File: config.mk
export PLATFORM = sky130hd
export DESIGN_NAME = sorted_priority_queue
export DESIGN_NICKNAME = d
export VERILOG_FILES = /design/src/design/spq_pkg.sv /design/src/design/spq_cell.sv /design/src/design/sorted_priority_queue.sv
export SDC_FILE = /design/constraint.sdc
export NUM_CORES = 1
export LEC_CHECK = 0
export ABC_CLOCK_PERIOD_IN_PS = 5200
export BUFFER_PORTS_ARGS = -buffer_cell sky130_fd_sc_hd__buf_2
export CAP_MARGIN = 20
export CORE_ASPECT_RATIO = 2
export CORE_MARGIN = 2
export CORE_UTILIZATION = 60
export CTS_CLUSTER_SIZE = 40
export DETAILED_ROUTE_END_ITERATION = 6
export PLACE_DENSITY = 0.79
export SETUP_SLACK_MARGIN = 0.05
export SLEW_MARGIN = 5
export SYNTH_ARGS = -nofsm -noshare
export SYNTH_HDL_FRONTEND = slang
export SYNTH_SLANG_ARGS = --single-unit
File: constraint.sdc
create_clock -name clk -period 5.2 [get_ports clk]
set_input_delay 0.78 -clock clk [delete_from_list [all_inputs] [get_ports clk]]
set_output_delay 0.78 -clock clk [all_outputs]
set_load 0.005 [all_outputs]
File: src/design/spq_pkg.sv
// ----------------------------------------------------------------------------
// Sorted priority queue package
// Shared sizes, command and status codes, and the cell interface types.
// ----------------------------------------------------------------------------
package spq_pkg;

  localparam int DEPTH     = 16;
  localparam int TAG_BITS  = 8;
  localparam int PRIO_BITS = 8;
  localparam int CNT_BITS  = $clog2(DEPTH + 1);

  localparam int IN_BITS  = 2 + TAG_BITS + PRIO_BITS;
  localparam int IN_W     = ((IN_BITS + 7) / 8) * 8;
  localparam int OUT_BITS = 2 + TAG_BITS + PRIO_BITS + 1 + TAG_BITS + PRIO_BITS + CNT_BITS;
  localparam int OUT_W    = ((OUT_BITS + 7) / 8) * 8;

  localparam logic [1:0] CMD_PUSH   = 2'd0;
  localparam logic [1:0] CMD_POP    = 2'd1;
  localparam logic [1:0] CMD_REMOVE = 2'd2;

  localparam logic [1:0] ST_OK       = 2'd0;
  localparam logic [1:0] ST_EMPTY    = 2'd1;
  localparam logic [1:0] ST_FULL     = 2'd2;
  localparam logic [1:0] ST_NOTFOUND = 2'd3;

  typedef struct packed {
    logic                 valid;
    logic [TAG_BITS-1:0]  tag;
    logic [PRIO_BITS-1:0] prio;
  } entry_t;

  typedef struct packed {
    logic                 en;
    logic [1:0]           cmd;
    logic [TAG_BITS-1:0]  tag;
    logic [PRIO_BITS-1:0] prio;
  } op_t;

  typedef struct packed {
    logic                 take;
    logic                 hit;
    logic [TAG_BITS-1:0]  tag;
    logic [PRIO_BITS-1:0] prio;
  } link_t;

endpackage

File: src/design/spq_cell.sv
// ----------------------------------------------------------------------------
// Sorted priority queue cell
// Holds one slot; shifts toward the tail on insert and toward the head on
// pop or remove, and passes the insert and tag-match chain to the next cell.
// ----------------------------------------------------------------------------
module spq_cell (
  input  logic           clk,
  input  logic           rst_n,
  input  spq_pkg::op_t   op,
  input  spq_pkg::entry_t prev_ent,
  input  spq_pkg::entry_t next_ent,
  input  spq_pkg::link_t chain_in,
  output spq_pkg::link_t chain_out,
  output spq_pkg::entry_t ent
);

  spq_pkg::entry_t ent_r;
  spq_pkg::entry_t ent_nxt;
  logic            take;
  logic            match;

  assign take  = !ent_r.valid || (ent_r.prio < op.prio);
  assign match = ent_r.valid && (ent_r.tag == op.tag);

  always_comb begin
    chain_out.take = take;
    chain_out.hit  = chain_in.hit || match;
    if (match && !chain_in.hit) begin
      chain_out.tag  = ent_r.tag;
      chain_out.prio = ent_r.prio;
    end else begin
      chain_out.tag  = chain_in.tag;
      chain_out.prio = chain_in.prio;
    end
  end

  always_comb begin
    ent_nxt = ent_r;
    if (op.en) begin
      case (op.cmd)
        spq_pkg::CMD_PUSH: begin
          if (take && chain_in.take) begin
            ent_nxt = prev_ent;
          end else if (take) begin
            ent_nxt.valid = 1'b1;
            ent_nxt.tag   = op.tag;
            ent_nxt.prio  = op.prio;
          end
        end
        spq_pkg::CMD_POP: begin
          ent_nxt = next_ent;
        end
        spq_pkg::CMD_REMOVE: begin
          if (chain_out.hit) begin
            ent_nxt = next_ent;
          end
        end
        default: begin
          ent_nxt = ent_r;
        end
      endcase
    end
  end

  always_ff @(posedge clk) begin
    ent_r.tag  <= ent_nxt.tag;
    ent_r.prio <= ent_nxt.prio;
    if (!rst_n) begin
      ent_r.valid <= 1'b0;
    end else begin
      ent_r.valid <= ent_nxt.valid;
    end
  end

  assign ent = ent_r;

endmodule

File: src/design/sorted_priority_queue.sv
// ----------------------------------------------------------------------------
// Sorted priority queue
// Keeps up to DEPTH tagged entries in descending priority order, equal
// priorities first in, first out, in a chain of slot cells.
// ----------------------------------------------------------------------------
// Usage:
//   Input stream carries one command per transfer: push, pop head, or remove
//   the entry nearest the head whose tag matches. Every command gives one
//   result transfer on the output stream with the status, the popped or
//   removed entry, the head entry and entry count after the command.
//   All cells update at the input transfer; a pending result register then
//   feeds the output register when that register is empty or being taken.
//   Throughput is one command per cycle while the receiver takes results;
//   the insert and tag-match chains across the cells set the cycle time.
//   When the receiver stalls, one result waits in the output register and
//   one more in the pending register; the input then holds tready low.
//   Reset empties the queue and drops any result not yet transferred.
// ----------------------------------------------------------------------------
module sorted_priority_queue (
  input  logic                      clk,
  input  logic                      rst_n,
  input  logic                      in_tvalid,
  output logic                      in_tready,
  // command[1:0], tag, priority_req
  input  logic [spq_pkg::IN_W-1:0]  in_tdata,
  output logic                      out_tvalid,
  input  logic                      out_tready,
  // status[1:0], out_tag, out_priority, head_valid, head_tag, head_priority, count
  output logic [spq_pkg::OUT_W-1:0] out_tdata
);

  localparam int TB = spq_pkg::TAG_BITS;
  localparam int PB = spq_pkg::PRIO_BITS;
  localparam int CB = spq_pkg::CNT_BITS;
  localparam int N  = spq_pkg::DEPTH;

  spq_pkg::entry_t ents  [N];
  spq_pkg::link_t  links [N+1];
  spq_pkg::op_t    op;

  logic [1:0]    in_cmd;
  logic [TB-1:0] in_tag;
  logic [PB-1:0] in_prio;
  logic          accept;
  logic          move;

  logic [CB-1:0] count_r;
  logic [CB-1:0] count_nxt;
  logic [1:0]    status;
  logic [TB-1:0] res_tag;
  logic [PB-1:0] res_prio;
  logic          do_op;

  logic          p_valid_r;
  logic [1:0]    p_status_r;
  logic [TB-1:0] p_tag_r;
  logic [PB-1:0] p_prio_r;

  logic                             out_valid_r;
  logic [spq_pkg::OUT_BITS-1:0]     out_data_r;
  logic [TB-1:0]                    head_tag;
  logic [PB-1:0]                    head_prio;

  assign in_cmd  = in_tdata[1:0];
  assign in_tag  = in_tdata[2 +: TB];
  assign in_prio = in_tdata[2+TB +: PB];

  assign move      = p_valid_r && (!out_valid_r || out_tready);
  assign in_tready = !p_valid_r || move;
  assign accept    = in_tvalid && in_tready;

  assign links[0] = '0;

  genvar gi;
  generate
    for (gi = 0; gi < N; gi++) begin : g_cell
      spq_pkg::entry_t prev_ent;
      spq_pkg::entry_t next_ent;
      if (gi == 0) begin : g_first
        assign prev_ent = '0;
      end else begin : g_mid
        assign prev_ent = ents[gi-1];
      end
      if (gi == N - 1) begin : g_last
        assign next_ent = '0;
      end else begin : g_inner
        assign next_ent = ents[gi+1];
      end
      spq_cell u_cell (
        .clk       (clk),
        .rst_n     (rst_n),
        .op        (op),
        .prev_ent  (prev_ent),
        .next_ent  (next_ent),
        .chain_in  (links[gi]),
        .chain_out (links[gi+1]),
        .ent       (ents[gi])
      );
    end
  endgenerate

  always_comb begin
    status    = spq_pkg::ST_OK;
    res_tag   = '0;
    res_prio  = '0;
    do_op     = 1'b0;
    count_nxt = count_r;
    case (in_cmd)
      spq_pkg::CMD_PUSH: begin
        if (count_r == CB'(N)) begin
          status = spq_pkg::ST_FULL;
        end else begin
          do_op     = 1'b1;
          count_nxt = count_r + CB'(1);
        end
      end
      spq_pkg::CMD_POP: begin
        if (count_r == '0) begin
          status = spq_pkg::ST_EMPTY;
        end else begin
          do_op     = 1'b1;
          res_tag   = ents[0].tag;
          res_prio  = ents[0].prio;
          count_nxt = count_r - CB'(1);
        end
      end
      spq_pkg::CMD_REMOVE: begin
        if (!links[N].hit) begin
          status = spq_pkg::ST_NOTFOUND;
        end else begin
          do_op     = 1'b1;
          res_tag   = links[N].tag;
          res_prio  = links[N].prio;
          count_nxt = count_r - CB'(1);
        end
      end
      default: begin
        status = spq_pkg::ST_OK;
      end
    endcase
  end

  assign op.en   = accept && do_op;
  assign op.cmd  = in_cmd;
  assign op.tag  = in_tag;
  assign op.prio = in_prio;

  always_ff @(posedge clk) begin
    if (!rst_n) begin
      count_r     <= '0;
      p_valid_r   <= 1'b0;
      out_valid_r <= 1'b0;
    end else begin
      if (accept) begin
        count_r <= count_nxt;
      end
      if (accept) begin
        p_valid_r <= 1'b1;
      end else if (move) begin
        p_valid_r <= 1'b0;
      end
      if (move) begin
        out_valid_r <= 1'b1;
      end else if (out_tready) begin
        out_valid_r <= 1'b0;
      end
    end
  end

  always_ff @(posedge clk) begin
    if (accept) begin
      p_status_r <= status;
      p_tag_r    <= res_tag;
      p_prio_r   <= res_prio;
    end
  end

  assign head_tag  = ents[0].valid ? ents[0].tag  : '0;
  assign head_prio = ents[0].valid ? ents[0].prio : '0;

  always_ff @(posedge clk) begin
    if (move) begin
      out_data_r <= {count_r, head_prio, head_tag, ents[0].valid,
                     p_prio_r, p_tag_r, p_status_r};
    end
  end

  assign out_tvalid = out_valid_r;
  assign out_tdata  = spq_pkg::OUT_W'(out_data_r);

endmodule

; ---- Yosys cells after proc, flatten, opt, wreduce, memory -nomap -nowiden
; Index checks and enable logic that the tools add are counted.
[totals]
register_bits = 337
output_inout_bits = 42
elab_cells = 365
[classes]
addsub = 2
magnitude_cmp = 16
eq_ne = 53
mux = 101
n_reduce_logical = 137
[ops]
columns = cell, count
row1 = one-hot mux 17 bit (3 select lines), 16
row2 = 2-to-1 mux 17 bit, 47
row3 = 2-to-1 mux 16 bit, 16
row4 = == test 8 bit, 16
row5 = less-than comparator 8 bit, 16
row6 = AND reduction 4 bit, 16
row7 = logical AND 1 bit, 49
row8 = inequality test 3 x 1 -> 1 bit (second input constant), 15
row9 = zero test 1 bit, 33
row10 = logical OR 1 bit, 33
row11 = 2-to-1 mux 8 bit, 4
row12 = inequality test 2 x 1 -> 1 bit (second input constant), 16
row13 = one-hot mux 8 bit (2 select lines), 2
row14 = 2-to-1 mux 5 bit, 3
row15 = one-hot mux 5 bit (3 select lines), 1
row16 = 2-to-1 mux 1 bit, 8
row17 = inequality test 2 bit (second input constant), 3
row18 = one-hot mux 2 bit (3 select lines), 1
row19 = adder 5 x 1 -> 5 bit (second input constant), 1
row20 = == test 5 bit (second input constant), 1
row21 = zero test 5 bit, 1
row22 = AND reduction 5 bit, 1
row23 = subtractor 5 x 1 -> 5 bit (second input constant), 1
row24 = 2-to-1 mux 2 bit, 2
row25 = 6 further kinds, 7

; ---- Depth between registers and ports, before layout
[logic_depth]
depth_word = 21
mapped_depth = 15
ltp_nobuf = 11

; ---- Hierarchy
; A second synthesis with hierarchy kept.
[unflattened]
hier_cells = 2205
hier_area_um2 = 27516.4
[by_module_without_submodules]
columns = mod, n_inst, cells_each, area_each_um2, seq_area_each_um2
row1 = spq_cell at g_cell[15].u_cell ..., 10, 123, 1551.5, 500.5
row2 = spq_cell at g_cell[10].u_cell ..., 5, 124, 1544.0, 500.5
row3 = sorted_priority_queue, 1, 187, 2720.1, 1881.8
row4 = spq_cell at g_cell[0].u_cell, 1, 168, 1561.5, 500.5

; ---- Worst setup path before layout
; Ideal clock, no wire load.
[synth_timing]
path_type = input to register
startpoint = input port in_tdata[5] in the netlist's numbering
endpoint = register g_cell[13].u_cell.ent_r, in the netlist g_cell[13].u_cell.ent[0] (enable)
setup_ns = 0.417
arrival_ns = 3.954
t_required_ns = 4.783
path_slack_ns = 0.829
cell_stages = 14
n_path_buf = 6
cell_sequence = buf_6 buf_6 xnor2_1 nand3_1 or3_1 buf_6 nand2_4 buf_6 nor3_2 and4_4 or2_1 buf_6 buf_2 a221oi_1
[synth_between]
elab_chain_cells = 21
word_cells_on_any_way = 52
cone_classes = 17 x eq/ne / 2 x mux / 33 x reduce/logical
[synth_rtl]
columns = item, line_no
row1 = "start, declared", sorted_priority_queue.sv:25  ; input logic [spq_pkg::IN_W-1:0] in_tdata,
row2 = == test 8 bit, spq_cell.sv:23  ; assign match = ent_r.valid && (ent_r.tag == op.tag);
row3 = logical AND 1 bit, spq_cell.sv:23
row4 = logical OR 1 bit (15 in series), spq_cell.sv:27  ; chain_out.hit = chain_in.hit || match;
row5 = 2-to-1 mux 1 bit, sorted_priority_queue.sv:128  ; if (!links[N].hit) begin
row6 = one-hot mux 1 bit (3 select lines), sorted_priority_queue.sv:108  ; case (in_cmd)
row7 = logical AND 1 bit, sorted_priority_queue.sv:143  ; assign op.en = accept && do_op;
row8 = AND reduction 4 bit (no source line) *, -
row9 = "end, declared", spq_cell.sv:17  ; spq_pkg::entry_t ent_r;
; Mark *: on every way between the ends. The rest lies on a longest branch, timed or not.
; A chain may end at the register's enable or synchronous reset.

; ---- Worst setup path after layout
[layout_timing]
startpoint = register g_cell[0].u_cell.ent_r, in the netlist g_cell[0].u_cell.ent[14]
endpoint = register p_tag_r[1], data pin
[layout_between]
elab_chain_cells = 21
word_cells_on_any_way = 65
cone_classes = 1 x eq/ne / 18 x mux / 46 x reduce/logical
[layout_rtl]
columns = item, line_no
row1 = "start, declared", spq_cell.sv:17
row2 = == test 8 bit *, spq_cell.sv:23
row3 = logical AND 1 bit *, spq_cell.sv:23
row4 = zero test 1 bit / logical OR 1 bit (equally long branches), "spq_cell.sv:28, spq_cell.sv:27"
row5 = logical AND 1 bit (tied with other cells), spq_cell.sv:28  ; if (match && !chain_in.hit) begin
row6 = 2-to-1 mux 16 bit (tied with other cells) (13 in series), spq_cell.sv:28
row7 = 2-to-1 mux 16 bit / logical AND 1 bit (equally long branches), spq_cell.sv:28
row8 = 2-to-1 mux 16 bit, spq_cell.sv:28
row9 = 2-to-1 mux 8 bit *, sorted_priority_queue.sv:128
row10 = one-hot mux 8 bit (2 select lines) *, sorted_priority_queue.sv:108
row11 = net res_tag[1], sorted_priority_queue.sv:50  ; logic [TB-1:0] res_tag;
row12 = "end signal, assigned", sorted_priority_queue.sv:173  ; p_tag_r <= res_tag;
row13 = "end, declared", sorted_priority_queue.sv:56  ; logic [TB-1:0] p_tag_r;
; Mark *: on every way through the listed nets, which the timed path passes. The rest lies on a longest branch.

==> impl_summary.log <==
INFO  metric status = complete, no violations
INFO  metric vias = 20660
INFO  metric final_cell_area = 25600 um2
INFO  metric layout_commonest_cell = sky130_fd_sc_hd__nand2_1
INFO  metric timing.slew.headroom = 0.2750
INFO  metric layout_min_cycle_time = 4.245 ns
INFO  metric ctsHtreeMaxLevel = 1
INFO  metric final_hold_viol_count = 0
INFO  metric ys.warnings.count = 0
INFO  metric grt_start_max_net_pins = 213
INFO  metric ys_top_cells_by_area = sky130_fd_sc_hd__edfxtp_1 40%, sky130_fd_sc_hd__mux2i_1 10%, sky130_fd_sc_hd__ha_1 6.4%
INFO  metric pin_count = 70
INFO  metric antenna_violating_nets_left = 0
INFO  metric required = 5.55 ns
INFO  metric crit_type = reg2reg
INFO  metric final_cell_count_no_fill = 2964
INFO  metric die_h = 282.7 um
INFO  metric design.core.area = 38540 um2
INFO  metric postSynthNetCount = 2513
INFO  metric drive_gt1_frac = 0.1261
INFO  metric grt_first_pass_wirelength = 132900 um
INFO  metric setup_viol_count_final = 0
INFO  metric async_flop_share = 0
INFO  metric setup-tns-final = 0 ns
INFO  metric drt_first_iter_violations = 2375
INFO  metric drt_pre_antenna_iters = 7
INFO  metric clock_latency = 0.62 ns
INFO  metric leakagePower = 10.02 nW
INFO  metric areaGrowthSynthToFinish = 9.807%
INFO  metric fillCellCount = 3148
INFO  metric synth_edf_count = 314
INFO  metric gp_routability_congestion = 1.017
INFO  metric whs = 0.4217 ns
INFO  metric num_rows = 102
INFO  metric synth.avg_cell_area = 9.856 um2
INFO  metric clockBufferDepth = 3
INFO  metric rsz0062_at_grt = no
INFO  metric critical_path_arrival = 4.60 ns
INFO  metric grt_usage = 0.4521
INFO  metric total_area_of_multi_input_combinational_cells = 12600 um2
INFO  metric fin_nets = 2567
INFO  metric layout.cells.most_common_list = 344 x sky130_fd_sc_hd__nand2_1, 314 x sky130_fd_sc_hd__edfxtp_1, 249 x sky130_fd_sc_hd__o21ai_0, 243 x sky130_fd_sc_hd__mux2i_1, 122 x sky130_fd_sc_hd__buf_4
INFO  metric drt-total-wl = 91560 um
INFO  metric crit_end_category = flip-flop
INFO  metric design.die.area = 40540 um2
INFO  metric max_clock_freq = 0.2356 GHz
INFO  metric synth_top_flop_cell = sky130_fd_sc_hd__edfxtp_1
INFO  metric hp-class = reg2reg
INFO  metric horizontal_die_dimension = 143.4 um
INFO  metric cts_num_sinks = 337
INFO  metric cts_hold_buf = 0
INFO  metric synth_sequential_area_ratio = 0.4243
INFO  metric cts.repair.resized = 0
INFO  metric cts_buffers = 31
INFO  metric initial_utilization = 0.6048
INFO  metric synth_top_area_share = 0.4045
INFO  metric worstSetupStartpointType = flip-flop
INFO  metric dpl.cell_count = 2904
INFO  metric post-route-period-util = 0.8164
INFO  metric buffer_ports.inserted = 63
INFO  metric grt_remaining_overflow = 0
INFO  metric report.final.slew_viol_count = 0
INFO  metric netlist-cell-type-count = 87
INFO  metric yosys.area.top_type = sky130_fd_sc_hd__edfxtp_1
INFO  metric vias_in_the_first_global_route = 20400
INFO  metric post_synth_instance_area = 23310 um2
INFO  metric final_core_util = 0.6641
INFO  metric max-cap-violations = 0
INFO  metric placement.cell_area = 24570 um2
INFO  metric count_of_unresolved_drc_violations_after_routing = 0
INFO  metric detail_route.vias_per_cell = 6.972
INFO  metric register_area = 9889 um2
INFO  metric worst-path-max-fanout = 16
INFO  metric cts.repair_timing.setup_buffer_count = 0
INFO  metric ir_drop = 0.3048 mV
INFO  metric synth.ff_latch_count = 337
INFO  metric timing.clock.skew = 0.03188 ns
INFO  metric powerDensity = 253.3 nW/um2
INFO  metric tritoncts = built
INFO  metric netlist_instances = 2365
INFO  metric cts-root-buf = sky130_fd_sc_hd__clkbuf_16
INFO  metric cts.clk_slew.worst_paths = 0.07 ns
INFO  metric detailed_place_hpwl = 68200 um
INFO  metric max_slew.worst_pin.slew = 1.083 ns
INFO  metric antenna_violations_before_repair = 2
INFO  metric post_drt_wl_per_cell = 30.89 um
==> Yosys cell counts, types with 8 or more instances <==
library cell	number
sky130_fd_sc_hd__a211oi_1	24
sky130_fd_sc_hd__a21o_1	46
sky130_fd_sc_hd__a21oi_1	84
sky130_fd_sc_hd__a221oi_1	13
sky130_fd_sc_hd__a222oi_1	9
sky130_fd_sc_hd__a22o_1	8
sky130_fd_sc_hd__a22oi_1	8
sky130_fd_sc_hd__a31oi_1	25
sky130_fd_sc_hd__and2_1	29
sky130_fd_sc_hd__and3_1	10
sky130_fd_sc_hd__buf_2	31
sky130_fd_sc_hd__buf_6	21
sky130_fd_sc_hd__clkbuf_1	115
sky130_fd_sc_hd__dfxtp_1	23
sky130_fd_sc_hd__edfxtp_1	314
sky130_fd_sc_hd__ha_1	119
sky130_fd_sc_hd__inv_1	25
sky130_fd_sc_hd__mux2_2	11
sky130_fd_sc_hd__mux2i_1	243
sky130_fd_sc_hd__nand2_1	344
sky130_fd_sc_hd__nand2b_1	27
sky130_fd_sc_hd__nand3_1	55
sky130_fd_sc_hd__nand4_1	20
sky130_fd_sc_hd__nor2_1	73
sky130_fd_sc_hd__nor2b_1	16
sky130_fd_sc_hd__nor3_1	47
sky130_fd_sc_hd__nor4_1	15
sky130_fd_sc_hd__o2111ai_1	10
sky130_fd_sc_hd__o211ai_1	19
sky130_fd_sc_hd__o21ai_0	250
sky130_fd_sc_hd__o21ai_1	39
sky130_fd_sc_hd__o221ai_1	8
sky130_fd_sc_hd__o22ai_1	17
sky130_fd_sc_hd__o311ai_0	8
sky130_fd_sc_hd__o31ai_1	8
sky130_fd_sc_hd__or3_1	19
sky130_fd_sc_hd__xnor2_1	83
sky130_fd_sc_hd__xor2_1	47
==> worst max-delay path: stages (launching register included) <==
cell and delay [ns]:
sky130_fd_sc_hd__edfxtp_1 0.70, sky130_fd_sc_hd__xnor2_2 0.26, sky130_fd_sc_hd__nand3_1 0.15, sky130_fd_sc_hd__or3_1 0.38, sky130_fd_sc_hd__nand2_4 0.20, sky130_fd_sc_hd__or3_1 0.48, sky130_fd_sc_hd__buf_12 0.19, sky130_fd_sc_hd__nor4b_4 0.93
sky130_fd_sc_hd__buf_4 0.30, sky130_fd_sc_hd__inv_1 0.05, sky130_fd_sc_hd__o211ai_1 0.07, sky130_fd_sc_hd__o21ai_0 0.11, sky130_fd_sc_hd__buf_4 0.16
==> power by group <==
group          total, W  internal (W)  switching, W  leakage [nW]
combinational  0.000928      0.000322      0.000606          6.45
clock           0.00234       0.00114       0.00120         0.486
sequential      0.00322       0.00309      0.000120          3.09
==> registers in the layout, indices dropped and copies added (netlist names) <==
signal / cells
p_tag_r: 8
out_tdata: 40
p_prio_r: 8
p_valid_r: 1
p_status_r: 2
out_tvalid: 1
g_cell.u_cell.ent: 272
count_r: 5
==> cell families after synthesis <==
family / share of synthesized area
and+or+nand+nor: 0.1393
DFF: 0.4243
xor gates and xnor gates: 0.05024
muxes: 0.1097
buffers and inverters: 0.04047
adders and majority gates: 0.06473
AOI/OAI and AO/OA: 0.1713
==> per-layer routing <==
layer,part of all wire,GRT usage
met5,0,0
met3,0.080,0.09264
met4,0.13,0.4635
met2,0.48,0.7590
met1,0.31,0.4446
==> final timing paths <==
check | start | to | slack, ns | cells past startpoint
worst min-delay path | p_tag_r[3]$_DFFE_PP_ | out_tdata[5]$_DFFE_PP_ | 0.42 | 0
worst min register to register | p_tag_r[3]$_DFFE_PP_ | out_tdata[5]$_DFFE_PP_ | 0.42 | 0
worst max-delay path | g_cell[0].u_cell.ent[14]$_DFFE_PP_ | p_tag_r[1]$_DFFE_PP_ | 0.95 | 12
worst max register to register | g_cell[0].u_cell.ent[14]$_DFFE_PP_ | p_tag_r[1]$_DFFE_PP_ | 0.95 | 12
==> per-stage QoR <==
stage / setup slack [ns] / total power, W
4_1_cts: 1.081 / 0.006455
3_5_place_dp: 0.6289 / 0.004164
2_1_floorplan: 0.8291 / 0.003840
3_3_place_gp: 0.6482 / 0.004127
5_1_grt: 0.8855 / 0.006650
6_report: 0.9547 / 0.006485
==> cell type report <==
class | instances | share of cell area
multi-input combinational | 1831 | 0.4921
sequential | 337 | 0.3864
timing repair buffer | 192 | 0.05338
clock buffer | 31 | 0.03031
tap | 520 | 0.02542
clock inverter | 26 | 0.008506
inverter | 26 | 0.003813
antenna | 1 | 0.00009777
Power figures use the tool's default switching activity.
